<file path="config.mk">
export PLATFORM = sky130hd
export DESIGN_NAME = fixed_block_pool_allocator
export DESIGN_NICKNAME = d
export VERILOG_FILES = /design/src/sv/fbpa_pkg.sv /design/src/sv/fixed_block_pool_allocator.sv /design/src/sv/fbpa_link_mem.sv /design/src/sv/fbpa_ctrl.sv
export SDC_FILE = /design/constraint.sdc
export NUM_CORES = 2
export LEC_CHECK = 0
export BUFFER_PORTS_ARGS = -buffer_cell sky130_fd_sc_hd__buf_2
export CELL_PAD_IN_SITES_DETAIL_PLACEMENT = 1
export CELL_PAD_IN_SITES_GLOBAL_PLACEMENT = 1
export CORE_MARGIN = 5
export CORE_UTILIZATION = 25
export DETAILED_ROUTE_END_ITERATION = 8
export HOLD_SLACK_MARGIN = 0.05
export PLACE_DENSITY = 0.52
export SYNTH_ARGS = -nofsm -noshare
export SYNTH_HDL_FRONTEND = slang
export SYNTH_SLANG_ARGS = --single-unit
</file>
<file path="constraint.sdc">
create_clock -name i_clk -period 7 [get_ports i_clk]
set_input_delay 0.35 -clock i_clk [delete_from_list [all_inputs] [get_ports i_clk]]
set_output_delay 0.35 -clock i_clk [all_outputs]
set_load 0.01 [all_outputs]
</file>
<file path="src/sv/fbpa_pkg.sv">
// shared types and codes for the fixed block pool allocator
`default_nettype none

package fbpa_pkg;

    // width of block counts and of the count-like config registers
    localparam int CNT_W = 9;
    // width of a block index on the stream ports
    localparam int BIDX_W = 8;

    // configuration register indexes
    localparam logic [1:0] CFG_POOL_BLOCKS  = 2'd0;
    localparam logic [1:0] CFG_LAZY_MODE    = 2'd1;
    localparam logic [1:0] CFG_REFILL_BATCH = 2'd2;

    // command codes
    localparam logic [1:0] CMD_ALLOC   = 2'd0;
    localparam logic [1:0] CMD_FREE    = 2'd1;
    localparam logic [1:0] CMD_REBUILD = 2'd2;
    // unassigned command, answered with ok and no change
    localparam logic [1:0] CMD_RSVD    = 2'd3;

    // status codes
    localparam logic [1:0] ST_OK    = 2'd0;
    localparam logic [1:0] ST_EMPTY = 2'd1;
    localparam logic [1:0] ST_ZERO  = 2'd2;
    localparam logic [1:0] ST_RANGE = 2'd3;

    // configuration seen by the controller
    typedef struct packed {
        logic [CNT_W-1:0] block_cnt;
        logic             lazy;
        logic [CNT_W-1:0] batch;
    } t_cfg;

endpackage

`default_nettype wire

</file>
<file path="src/sv/fixed_block_pool_allocator.sv">
// top level of the fixed block pool allocator: config registers, controller, link memory
// allocate, free and unknown commands reach the output register through the pop or response state
// rebuild writes one link per block through the memory port in the fill state
// an allocate that triggers a lazy refill pushes the refilled blocks in the fill state and grants the last one
// requests are taken only in the idle state; the next one is taken while the previous result waits
// reset: synchronous, active low; list empty, bump pointer zero, link memory not cleared
`default_nettype none

module fixed_block_pool_allocator
    import fbpa_pkg::*;
#(
    parameter int NUM_BLOCKS = 256
) (
    input  wire logic        i_clk,
    input  wire logic        i_rst_n,
    // configuration writes
    input  wire logic        i_cfg_we,
    input  wire logic [1:0]  i_cfg_idx,
    input  wire logic [8:0]  i_cfg_data,
    // requests
    input  wire logic        s_axis_tvalid,
    output logic             s_axis_tready,
    input  wire logic [23:0] s_axis_tdata,   // request_size[15:0], block_index[23:16]
    input  wire logic [1:0]  s_axis_tuser,   // cmd[1:0]
    // results
    output logic             m_axis_tvalid,
    input  wire logic        m_axis_tready,
    output logic [15:0]      m_axis_tdata    // status[1:0], granted_block[9:2], zero[15:10]
);

    localparam int IDX_W = $clog2(NUM_BLOCKS);
    localparam int CAP   = (NUM_BLOCKS < 256) ? NUM_BLOCKS : 256;

    logic [CNT_W-1:0]  r_pool_blocks;
    logic              r_lazy_mode;
    logic [CNT_W-1:0]  r_refill_batch;
    t_cfg              cfg;

    logic              mem_we;
    logic [IDX_W-1:0]  mem_waddr;
    logic [IDX_W:0]    mem_wdata;
    logic              mem_re;
    logic [IDX_W-1:0]  mem_raddr;
    logic [IDX_W:0]    mem_rdata;
    logic [1:0]        status;
    logic [BIDX_W-1:0] grant;

    // configuration registers
    always_ff @(posedge i_clk) begin
        if (!i_rst_n) begin
            r_pool_blocks  <= CNT_W'(256);
            r_lazy_mode    <= 1'b0;
            r_refill_batch <= CNT_W'(16);
        end else if (i_cfg_we) begin
            unique case (i_cfg_idx)
                CFG_POOL_BLOCKS:  r_pool_blocks  <= i_cfg_data;
                CFG_LAZY_MODE:    r_lazy_mode    <= i_cfg_data[0];
                CFG_REFILL_BATCH: r_refill_batch <= i_cfg_data;
                default: begin
                end
            endcase
        end
    end

    // effective block count is capped by the memory depth
    always_comb begin
        cfg.block_cnt = (r_pool_blocks > CNT_W'(CAP)) ? CNT_W'(CAP) : r_pool_blocks;
        cfg.lazy      = r_lazy_mode;
        cfg.batch     = r_refill_batch;
    end

    fbpa_ctrl #(
        .IDX_W (IDX_W)
    ) u_ctrl (
        .i_clk       (i_clk),
        .i_rst_n     (i_rst_n),
        .i_cfg       (cfg),
        .i_in_valid  (s_axis_tvalid),
        .o_in_ready  (s_axis_tready),
        .i_cmd       (s_axis_tuser),
        .i_size_nz   (|s_axis_tdata[15:0]),
        .i_idx       (s_axis_tdata[23:16]),
        .o_out_valid (m_axis_tvalid),
        .i_out_ready (m_axis_tready),
        .o_status    (status),
        .o_grant     (grant),
        .o_mem_we    (mem_we),
        .o_mem_waddr (mem_waddr),
        .o_mem_wdata (mem_wdata),
        .o_mem_re    (mem_re),
        .o_mem_raddr (mem_raddr),
        .i_mem_rdata (mem_rdata)
    );

    fbpa_link_mem #(
        .DEPTH (NUM_BLOCKS),
        .WIDTH (IDX_W + 1)
    ) u_link_mem (
        .i_clk   (i_clk),
        .i_we    (mem_we),
        .i_waddr (mem_waddr),
        .i_wdata (mem_wdata),
        .i_re    (mem_re),
        .i_raddr (mem_raddr),
        .o_rdata (mem_rdata)
    );

    // result packing
    assign m_axis_tdata = {6'b0, grant, status};

endmodule

`default_nettype wire

</file>
<file path="src/sv/fbpa_link_mem.sv">
// next-link memory: one write port, one read port with registered data
`default_nettype none

module fbpa_link_mem #(
    parameter int DEPTH = 256,
    parameter int WIDTH = 9
) (
    input  wire logic                     i_clk,
    input  wire logic                     i_we,
    input  wire logic [$clog2(DEPTH)-1:0] i_waddr,
    input  wire logic [WIDTH-1:0]         i_wdata,
    input  wire logic                     i_re,
    input  wire logic [$clog2(DEPTH)-1:0] i_raddr,
    output logic      [WIDTH-1:0]         o_rdata
);

    logic [WIDTH-1:0] r_mem [DEPTH];

    // write port
    always_ff @(posedge i_clk) begin
        if (i_we) begin
            r_mem[i_waddr] <= i_wdata;
        end
    end

    // read port, registered data
    always_ff @(posedge i_clk) begin
        if (i_re) begin
            o_rdata <= r_mem[i_raddr];
        end
    end

endmodule

`default_nettype wire

</file>
<file path="src/sv/fbpa_ctrl.sv">
// free list controller: head and bump registers, fill sequencer, result register
`default_nettype none

module fbpa_ctrl
    import fbpa_pkg::*;
#(
    parameter int IDX_W = 8
) (
    input  wire logic              i_clk,
    input  wire logic              i_rst_n,
    input  wire t_cfg              i_cfg,
    // request side
    input  wire logic              i_in_valid,
    output logic                   o_in_ready,
    input  wire logic [1:0]        i_cmd,
    input  wire logic              i_size_nz,
    input  wire logic [BIDX_W-1:0] i_idx,
    // result side
    output logic                   o_out_valid,
    input  wire logic              i_out_ready,
    output logic [1:0]             o_status,
    output logic [BIDX_W-1:0]      o_grant,
    // link memory
    output logic                   o_mem_we,
    output logic [IDX_W-1:0]       o_mem_waddr,
    output logic [IDX_W:0]         o_mem_wdata,
    output logic                   o_mem_re,
    output logic [IDX_W-1:0]       o_mem_raddr,
    input  wire logic [IDX_W:0]    i_mem_rdata
);

    typedef enum logic [3:0] {
        S_IDLE = 4'b0001,
        S_FILL = 4'b0010,
        S_POP  = 4'b0100,
        S_RESP = 4'b1000
    } t_state;

    t_state            r_state, n_state;
    logic [IDX_W-1:0]  r_head, n_head;
    logic              r_hv, n_hv;
    logic [CNT_W-1:0]  r_bump, n_bump;
    logic [CNT_W-1:0]  r_fill, n_fill;
    logic [CNT_W-1:0]  r_last, n_last;
    logic              r_refill, n_refill;
    logic [1:0]        r_rstat, n_rstat;
    logic [BIDX_W-1:0] r_rgrant, n_rgrant;
    logic              r_ovalid, n_ovalid;
    logic [1:0]        r_ostat, n_ostat;
    logic [BIDX_W-1:0] r_ogrant, n_ogrant;

    logic              out_free;
    logic [CNT_W-1:0]  left;
    logic [CNT_W-1:0]  amount;

    // output slot can take a result this cycle
    assign out_free = !r_ovalid || i_out_ready;

    // size of a lazy refill
    assign left   = (r_bump < i_cfg.block_cnt) ? (i_cfg.block_cnt - r_bump) : '0;
    assign amount = (left < i_cfg.batch) ? left : i_cfg.batch;

    assign o_in_ready  = (r_state == S_IDLE);
    assign o_out_valid = r_ovalid;
    assign o_status    = r_ostat;
    assign o_grant     = r_ogrant;

    // next state and datapath
    always_comb begin
        n_state     = r_state;
        n_head      = r_head;
        n_hv        = r_hv;
        n_bump      = r_bump;
        n_fill      = r_fill;
        n_last      = r_last;
        n_refill    = r_refill;
        n_rstat     = r_rstat;
        n_rgrant    = r_rgrant;
        n_ovalid    = r_ovalid && !i_out_ready;
        n_ostat     = r_ostat;
        n_ogrant    = r_ogrant;
        o_mem_we    = 1'b0;
        o_mem_waddr = r_head;
        o_mem_wdata = {r_hv, r_head};
        o_mem_re    = 1'b0;
        o_mem_raddr = r_head;

        unique case (r_state)
            S_IDLE: begin
                if (i_in_valid) begin
                    n_rstat  = ST_OK;
                    n_rgrant = '0;
                    n_state  = S_RESP;
                    unique case (i_cmd)
                        CMD_ALLOC: begin
                            if (!i_size_nz) begin
                                n_rstat = ST_ZERO;
                            end else if (r_hv) begin
                                // pop: fetch the link of the head block
                                o_mem_re = 1'b1;
                                n_rgrant = BIDX_W'(r_head);
                                n_state  = S_POP;
                            end else if (i_cfg.lazy && amount != '0) begin
                                n_fill   = r_bump;
                                n_last   = r_bump + amount - CNT_W'(1);
                                n_bump   = r_bump + amount;
                                n_refill = 1'b1;
                                n_state  = S_FILL;
                            end else begin
                                n_rstat = ST_EMPTY;
                            end
                        end
                        CMD_FREE: begin
                            if ({1'b0, i_idx} >= i_cfg.block_cnt) begin
                                n_rstat = ST_RANGE;
                            end else begin
                                // push the freed block
                                o_mem_we    = 1'b1;
                                o_mem_waddr = IDX_W'(i_idx);
                                n_head      = IDX_W'(i_idx);
                                n_hv        = 1'b1;
                            end
                        end
                        CMD_REBUILD: begin
                            n_hv   = 1'b0;
                            n_bump = i_cfg.block_cnt;
                            if (i_cfg.block_cnt != '0) begin
                                n_fill   = '0;
                                n_last   = i_cfg.block_cnt - CNT_W'(1);
                                n_refill = 1'b0;
                                n_state  = S_FILL;
                            end
                        end
                        default: begin
                        end
                    endcase
                end
            end
            S_FILL: begin
                if (r_refill && r_fill == r_last) begin
                    // last refilled block is granted at once, list head untouched
                    n_rgrant = BIDX_W'(r_fill);
                    n_state  = S_RESP;
                end else begin
                    o_mem_we    = 1'b1;
                    o_mem_waddr = IDX_W'(r_fill);
                    n_head      = IDX_W'(r_fill);
                    n_hv        = 1'b1;
                    n_fill      = r_fill + CNT_W'(1);
                    if (r_fill == r_last) begin
                        n_state = S_RESP;
                    end
                end
            end
            S_POP: begin
                n_head = i_mem_rdata[IDX_W-1:0];
                n_hv   = i_mem_rdata[IDX_W];
                if (out_free) begin
                    n_ovalid = 1'b1;
                    n_ostat  = r_rstat;
                    n_ogrant = r_rgrant;
                    n_state  = S_IDLE;
                end else begin
                    n_state = S_RESP;
                end
            end
            S_RESP: begin
                if (out_free) begin
                    n_ovalid = 1'b1;
                    n_ostat  = r_rstat;
                    n_ogrant = r_rgrant;
                    n_state  = S_IDLE;
                end
            end
            default: begin
                n_state = S_IDLE;
            end
        endcase
    end

    // control registers
    always_ff @(posedge i_clk) begin
        if (!i_rst_n) begin
            r_state  <= S_IDLE;
            r_hv     <= 1'b0;
            r_bump   <= '0;
            r_ovalid <= 1'b0;
            r_refill <= 1'b0;
        end else begin
            r_state  <= n_state;
            r_hv     <= n_hv;
            r_bump   <= n_bump;
            r_ovalid <= n_ovalid;
            r_refill <= n_refill;
        end
    end

    // payload registers
    always_ff @(posedge i_clk) begin
        r_head   <= n_head;
        r_fill   <= n_fill;
        r_last   <= n_last;
        r_rstat  <= n_rstat;
        r_rgrant <= n_rgrant;
        r_ostat  <= n_ostat;
        r_ogrant <= n_ogrant;
    end

endmodule

`default_nettype wire

</file>
# Word level (Yosys, flattened, before mapping)
# Memory sizes are Yosys's and may differ from the RTL's. A register that Yosys moved wholly into a read port is not among the register bits.
# Index checks and enable logic that the tools add are counted.
# op_classes
addsub,5
n_lt_le_gt_ge,4
n_eq_ne,25
mux,72
n_reduce_logical,26
# op_table
cell,n
two-way mux 9 bit,16
two-way mux 8 bit,9
one-hot mux 9 bit (2 select lines),4
two-way mux 4 bit,9
one-hot mux 8 bit (2 select lines),2
one-hot mux 8 bit (3 select lines),1
two-way mux 1 bit,21
< comparator 9 bit,2
nonzero test 9 bit,2
subtractor 9 x 1 -> 9 bit (second input constant),2
one-hot mux 4 bit (4 select lines),1
OR reduction 16 bit,1
!= test 2 x 1 -> 1 bit (second input constant),5
AND reduction 2 bit,5
adder 9 x 1 -> 9 bit (second input constant),1
adder 9 bit,1
== test 9 bit,1
greater-or-equal comparator 8 x 9 -> 1 bit,1
> comparator 9 bit (second input constant),1
!= test 3 x 1 -> 1 bit (second input constant),3
!= test 3 x 2 -> 1 bit (second input constant),3
subtractor 9 bit,1
one-hot mux 4 bit (2 select lines),1
AND reduction 8 bit,1
other kinds (23),38
# totals
register_bits,81
mem_bits_rw,2304
input_bits,42
out_inout_bits,18
elab_cells,148
mem_count,1
# mem_list
memory,words,width,rd,rd_ports_with_merged_regs,write_ports,line_no,rtl
u_link_mem.r_mem,256,9,1,1,1,fbpa_link_mem.sv:17,logic [WIDTH-1:0] r_mem [DEPTH];

# Logic depth before layout (Yosys ltp)
# logic_depth
word_depth,14
mapped_depth,29
ltp_nobuf,27

# Modules after synthesis
# Synthesis repeated with hierarchy kept, for this count alone.
# hier_totals
hier_cells,4878
hier_area_um2,95236.3
# by_module_without_submodules
mod,n_inst,cells_per_inst,area_each_um2,seq_area_each_um2
fbpa_link_mem,1,4237,89368.2,69456.6
fbpa_ctrl,1,544,4983.5,1701.6
fixed_block_pool_allocator,1,97,884.6,380.4

# Worst setup path before layout
# Ideal clock, no wire load.
# synth_timing
kind,register -> register
startpoint,"register u_ctrl.r_head[0], in the netlist u_ctrl.o_mem_raddr[0]"
endpoint,"register u_link_mem.o_rdata[0], read port of u_link_mem.r_mem, data pin"
setup_time_ns,0.265
arrival_ns,6.027
required_ns,6.735
setup_slack_ns,0.708
stages_incl_launch_ff,9
path_buffers,3
synth_period_minus_slack_ns,6.292
cell_sequence,edfxtp_1 -> clkbuf_1 -> clkbuf_1 -> buf_1 -> mux4_2 -> mux4_2 -> mux4_2 -> a22oi_1 -> nand2_1
# synth_lines
element,line_no,rtl
"start, declared",fbpa_ctrl.sv:40,"logic [IDX_W-1:0] r_head, n_head;"
"start signal, assigned",fbpa_ctrl.sv:200,r_head <= n_head;
"end, declared",fbpa_link_mem.sv:14,output logic [WIDTH-1:0] o_rdata

# Final worst setup path
# layout_timing
startpoint,register r_pool_blocks[8]
endpoint,"register u_ctrl.r_last[8], data pin"
# layout_via
elab_chain_cells,12
elab_cells_between_ends,15
classes_between,add/sub: 4; order compare: 3; mux: 8
# layout_lines
element,line_no,rtl
"start, declared",fixed_block_pool_allocator.sv:34,logic [CNT_W-1:0] r_pool_blocks;
"start signal, assigned",fixed_block_pool_allocator.sv:56,CFG_POOL_BLOCKS: r_pool_blocks <= i_cfg_data;
> comparator 9 bit,fixed_block_pool_allocator.sv:67,cfg.block_cnt = (r_pool_blocks > CNT_W'(CAP)) ? CNT_W'(CAP) : r_pool_blocks;
two-way mux 9 bit (*),fixed_block_pool_allocator.sv:67,
subtractor 9 bit or < comparator 9 bit (tied branches),fbpa_ctrl.sv:60,assign left = (r_bump < i_cfg.block_cnt) ? (i_cfg.block_cnt - r_bump) : '0;
two-way mux 9 bit,fbpa_ctrl.sv:60,
< comparator 9 bit,fbpa_ctrl.sv:61,assign amount = (left < i_cfg.batch) ? left : i_cfg.batch;
two-way mux 9 bit,fbpa_ctrl.sv:61,
adder 9 bit,fbpa_ctrl.sv:105,n_last = r_bump + amount - CNT_W'(1);
subtractor 9 x 1 -> 9 bit,fbpa_ctrl.sv:105,
two-way mux 9 bit,fbpa_ctrl.sv:103,end else if (i_cfg.lazy && amount != '0) begin
two-way mux 9 bit,fbpa_ctrl.sv:98,end else if (r_hv) begin
two-way mux 9 bit,fbpa_ctrl.sv:96,if (!i_size_nz) begin
one-hot mux 9 bit (2 select lines) (*),fbpa_ctrl.sv:94,unique case (i_cmd)
"end signal, assigned",fbpa_ctrl.sv:202,r_last <= n_last;
"end, declared",fbpa_ctrl.sv:44,"logic [CNT_W-1:0] r_last, n_last;"
# Every way passes the cells marked *; elsewhere a longest branch is shown, timed or not. The select of a mux whose other input is x is not followed.
# A chain may end at the register's enable or synchronous reset.

==> impl_metrics.py <==
metrics = {
    "critical_path": {
        "critPathMostFrequentCell": "ha_1",
        "crit_type": "flip-flop to flip-flop",
        "startpoint_type": "flip-flop",
        "rr_worst_depth": 25,
        "cpPeakStageDelay_ps": 470,
        "worstPathArrival_ps": 7120,
        "critPathCaptureType": "flip-flop",
        "critPathSlowestCell": "dfxtp_2",
        "critPathRequiredTime_ps": 7550,
        "worstPathMaxFanout": 14,
    },
    "worst_hold_path": {
        "hp-class": "input port to flip-flop",
        "hold_depth": 3,
    },
    "synth": {
        "async_reset_ff_frac": 0,
        "synthFlopType": "edfxtp_1",
        "synth_area_leader_cell": "edfxtp_1",
        "yosysWarnings": 0,
        "ys_seq_area_frac": 0.7559,
        "synth_edf_count": 2359,
        "syn_area_um2": 94640,
        "syn_inst": 4240,
        "ys_seq_elements": 2394,
        "avgSynthCellArea_um2": 22.32,
        "synth_top_area_share": 0.7485,
        "synth.area.top_cells": "edfxtp_1 (75%), mux4_2 (18%), nor2_1 (1.3%), dfxtp_1 (0.74%), clkbuf_1 (0.58%)",
        "synth_cell_types": 78,
    },
    "detailed_routing": {
        "drc": 0,
        "route.met3.wl_um": 11050,
        "dr.pass1.iters": 5,
        "avgRoutedWirePerCell_um": 25.55,
        "final_antenna_net_count": 0,
        "vias": 44030,
        "drt-initial-drc-count": 3633,
        "wl_um": 247000,
        "top_layer_used": "met4",
        "m1WireLength_um": 109500,
        "met2_length_um": 121400,
        "vias_per_cell": 4.553,
    },
    "timing": {
        "slew-limit-headroom": 0.2048,
        "rsz0062_at_grt": "no",
        "setup_viol": 0,
        "hold_ws_ps": 120.4,
        "min_period_over_period": 0.9390,
        "tightest_slew_ps": 1193,
        "max_freq_ghz": 0.1521,
        "tns_ps": 0,
        "min_period_ps": 6573,
        "finalMaxSlewViolations": 0,
        "finClkSkew_ps": 56.67,
        "hold_viol": 0,
    },
    "placed_design": {
        "place.gp.congestion": 0.7683,
        "io_buffer_count": 53,
        "place_area_um2": 101400,
        "place_hpwl_um": 146900,
    },
    "power": {
        "power.switching_w": 0.01067,
        "intPower_w": 0.02777,
        "p_leak_nw": 33.23,
        "switching_share": 0.2775,
        "peakVddDrop_uv": 238.3,
        "p_clk_frac": 0.350,
        "pwr-share-comb": 0.208,
        "p_per_area_nw_per_um2": 349.9,
        "seqPwrFrac": 0.442,
        "power_w": 0.03844,
    },
    "clocking": {
        "clk_pin_slew_worst_paths_ps": 60,
        "cts_buffer_depth": 4,
        "htreeDepth": 5,
        "root_buffer": "clkbuf_16",
        "cts_buffers": 272,
        "clock_latency_ps": 850,
        "clock_sinks": 2394,
        "cts_tree": "yes",
    },
    "global_routing": {
        "grt_max_degree": 181,
        "antenna_found_initial": 11,
        "grt_pass1_wl_um": 356400,
        "grt_overflow": 0,
        "grt_pass1_vias": 47010,
        "grtUsageTotal": 0.1238,
    },
    "die": {
        "fp.dieW_um": 625.3,
        "ios": 60,
        "start_util": 0.2503,
        "core_um2": 378100,
        "rows": 226,
        "die_h_um": 625.3,
        "die_area_um2": 391000,
    },
    "finish": {
        "synthToLayoutAreaGrowth_pct": 16.08,
        "fill_cells": 37970,
        "nNetsFinal": 4542,
        "fin_area_um2": 109900,
        "final_layout_size_suffix_gt1_frac": 0.2860,
        "final_util": 0.2906,
    },
    "outcome": {
        "status": "finished, final reports clean",
    },
    "job": {
        "cap_violations": 0,
    },
}
[registers in the layout, summed over array words and instances (netlist names), 4 cells and up]
name and count:
r_pool_blocks 9, r_refill_batch 9, u_ctrl.o_grant 8, u_ctrl.o_mem_raddr 8
u_ctrl.r_bump 9, u_ctrl.r_fill 9, u_ctrl.r_last 9, u_ctrl.r_rgrant 8
u_ctrl.r_state 4, u_link_mem.o_rdata 9, u_link_mem.r_mem 2304
[power groups by stage]
stage	combinational [W]	clock [W]	sequential, W
after floorplan	0.00437	0	0.0180
after global placement	0.00808	0	0.0173
after detailed placement	0.00822	0	0.0173
after CTS	0.00823	0.0138	0.0170
after global routing	0.00844	0.0145	0.0170
final	0.00799	0.0135	0.0170
[layout make-up]
cell class	count	area, um^2	area share
inverter	44	165.2	0.001503
clock buffer	348	7241	0.06591
timing repair buffer	185	1634	0.01488
tap	5016	6276	0.05713
multi-input combinational	1562	22010	0.2004
clock inverter	118	972.2	0.008850
antenna	2	5.005	0.00004556
sequential	2394	71540	0.6513
[worst paths after layout]
path,end,slack (ps),start
worst max-delay path,u_ctrl.r_last[8],430,r_pool_blocks[8]
worst min-delay path,u_ctrl.o_mem_raddr[3],120,s_axis_tdata[19]
worst max register to register,u_ctrl.r_last[8],430,r_pool_blocks[8]
worst min register to register,u_ctrl.o_status[0],420,u_ctrl.r_rstat[0]
[critical path: cells and delay by family, from the launching register on]
kind                     cells  cell delay (ps)
multiplexers                 1              360
AO/OA/AOI/OAI                8             2210
XOR/XNOR                     2              250
adder cells (fa/ha/maj)      4             1270
buffers and inverters        2              340
AND/OR/NAND/NOR              8             1410
flip-flops                   1              470
[cells by family (layout without fill, tap and decap cells)]
family	count (synthesis)	after routing	synth area share
other	1	8	0.00003963
flip-flops	2394	2394	0.7559
XOR/XNOR	35	35	0.003239
adder cells (fa/ha/maj)	41	41	0.005579
AND/OR/NAND/NOR	519	519	0.02492
AO/OA/AOI/OAI	166	166	0.01359
buffers and inverters	289	695	0.01259
multiplexers	795	795	0.1841
[layer usage]
layer / vias to the layer above / global-route usage
met2: 1039 / 0.2059
met1: 24350 / 0.1720
met5: - / 0
met3: 313 / 0.01705
li1: 18320 / -
met4: 0 / 0.02862
[Yosys cell counts (4+ instances only)]
| cell type | number |
|---|---|
| o221a_2 | 8 |
| dfxtp_1 | 35 |
| clkbuf_1 | 147 |
| xnor2_1 | 20 |
| a21oi_1 | 29 |
| buf_2 | 49 |
| and2_1 | 6 |
| or3_1 | 9 |
| nor4_1 | 7 |
| nand2_1 | 73 |
| buf_1 | 40 |
| buf_4 | 6 |
| o311ai_1 | 4 |
| a21o_1 | 6 |
| nor3_1 | 6 |
| mux2_2 | 6 |
| a22o_1 | 9 |
| nor2_1 | 322 |
| nand3b_1 | 8 |
| a22oi_1 | 20 |
| a211oi_1 | 5 |
| and4_1 | 5 |
| nor2b_1 | 14 |
| nand4_1 | 6 |
| o31ai_1 | 6 |
| xor2_1 | 15 |
| mux4_2 | 756 |
| and3_1 | 7 |
| nand3_1 | 17 |
| nand3_2 | 12 |
| o21ai_0 | 32 |
| nand2b_1 | 10 |
| inv_1 | 44 |
| a31oi_1 | 4 |
| edfxtp_1 | 2359 |
| mux2i_1 | 33 |
| ha_1 | 39 |
[placed cells by master, fill, tap and decap left out, types with 12 or more instances in the layout]
cell type and count:
inv_1 44, nand2_2 13, o21ai_0 30, dfxtp_1 33, clkinv_1 59, nand3_1 17
buf_2 53, clkbuf_1 69, clkinv_2 29, nand3_2 12, bufinv_16 13, a21oi_1 28
dlygate4sd3_1 21, buf_4 85, clkbuf_16 279, a22oi_1 20, nor2b_1 14, nand2_1 57
nor2_1 321, xnor2_1 20, buf_12 26, mux4_2 756, edfxtp_1 2359, xor2_1 15
ha_1 39, mux2i_1 33
[through the flow]
stage | std cells | setup slack (ps)
3_5_place_dp | 9180 | 68.40
5_1_grt | 9668 | 61.14
4_1_cts | 9667 | 71.46
3_3_place_gp | 9180 | 193.8
2_1_floorplan | 4245 | 707.8
6_report | 9669 | 427.0
[what timing repair did]
| action | 4_1_cts | 5_1_grt |
|---|---|---|
| endpoints found under the setup margin | 0 | 8 |
| buffers inserted | 0 | 0 |
| resized for setup | 0 | 6 |
| endpoints found under the hold margin | 33 | 0 |
| hold buffers | 21 | 0 |
Power figures use the tool's default switching activity.
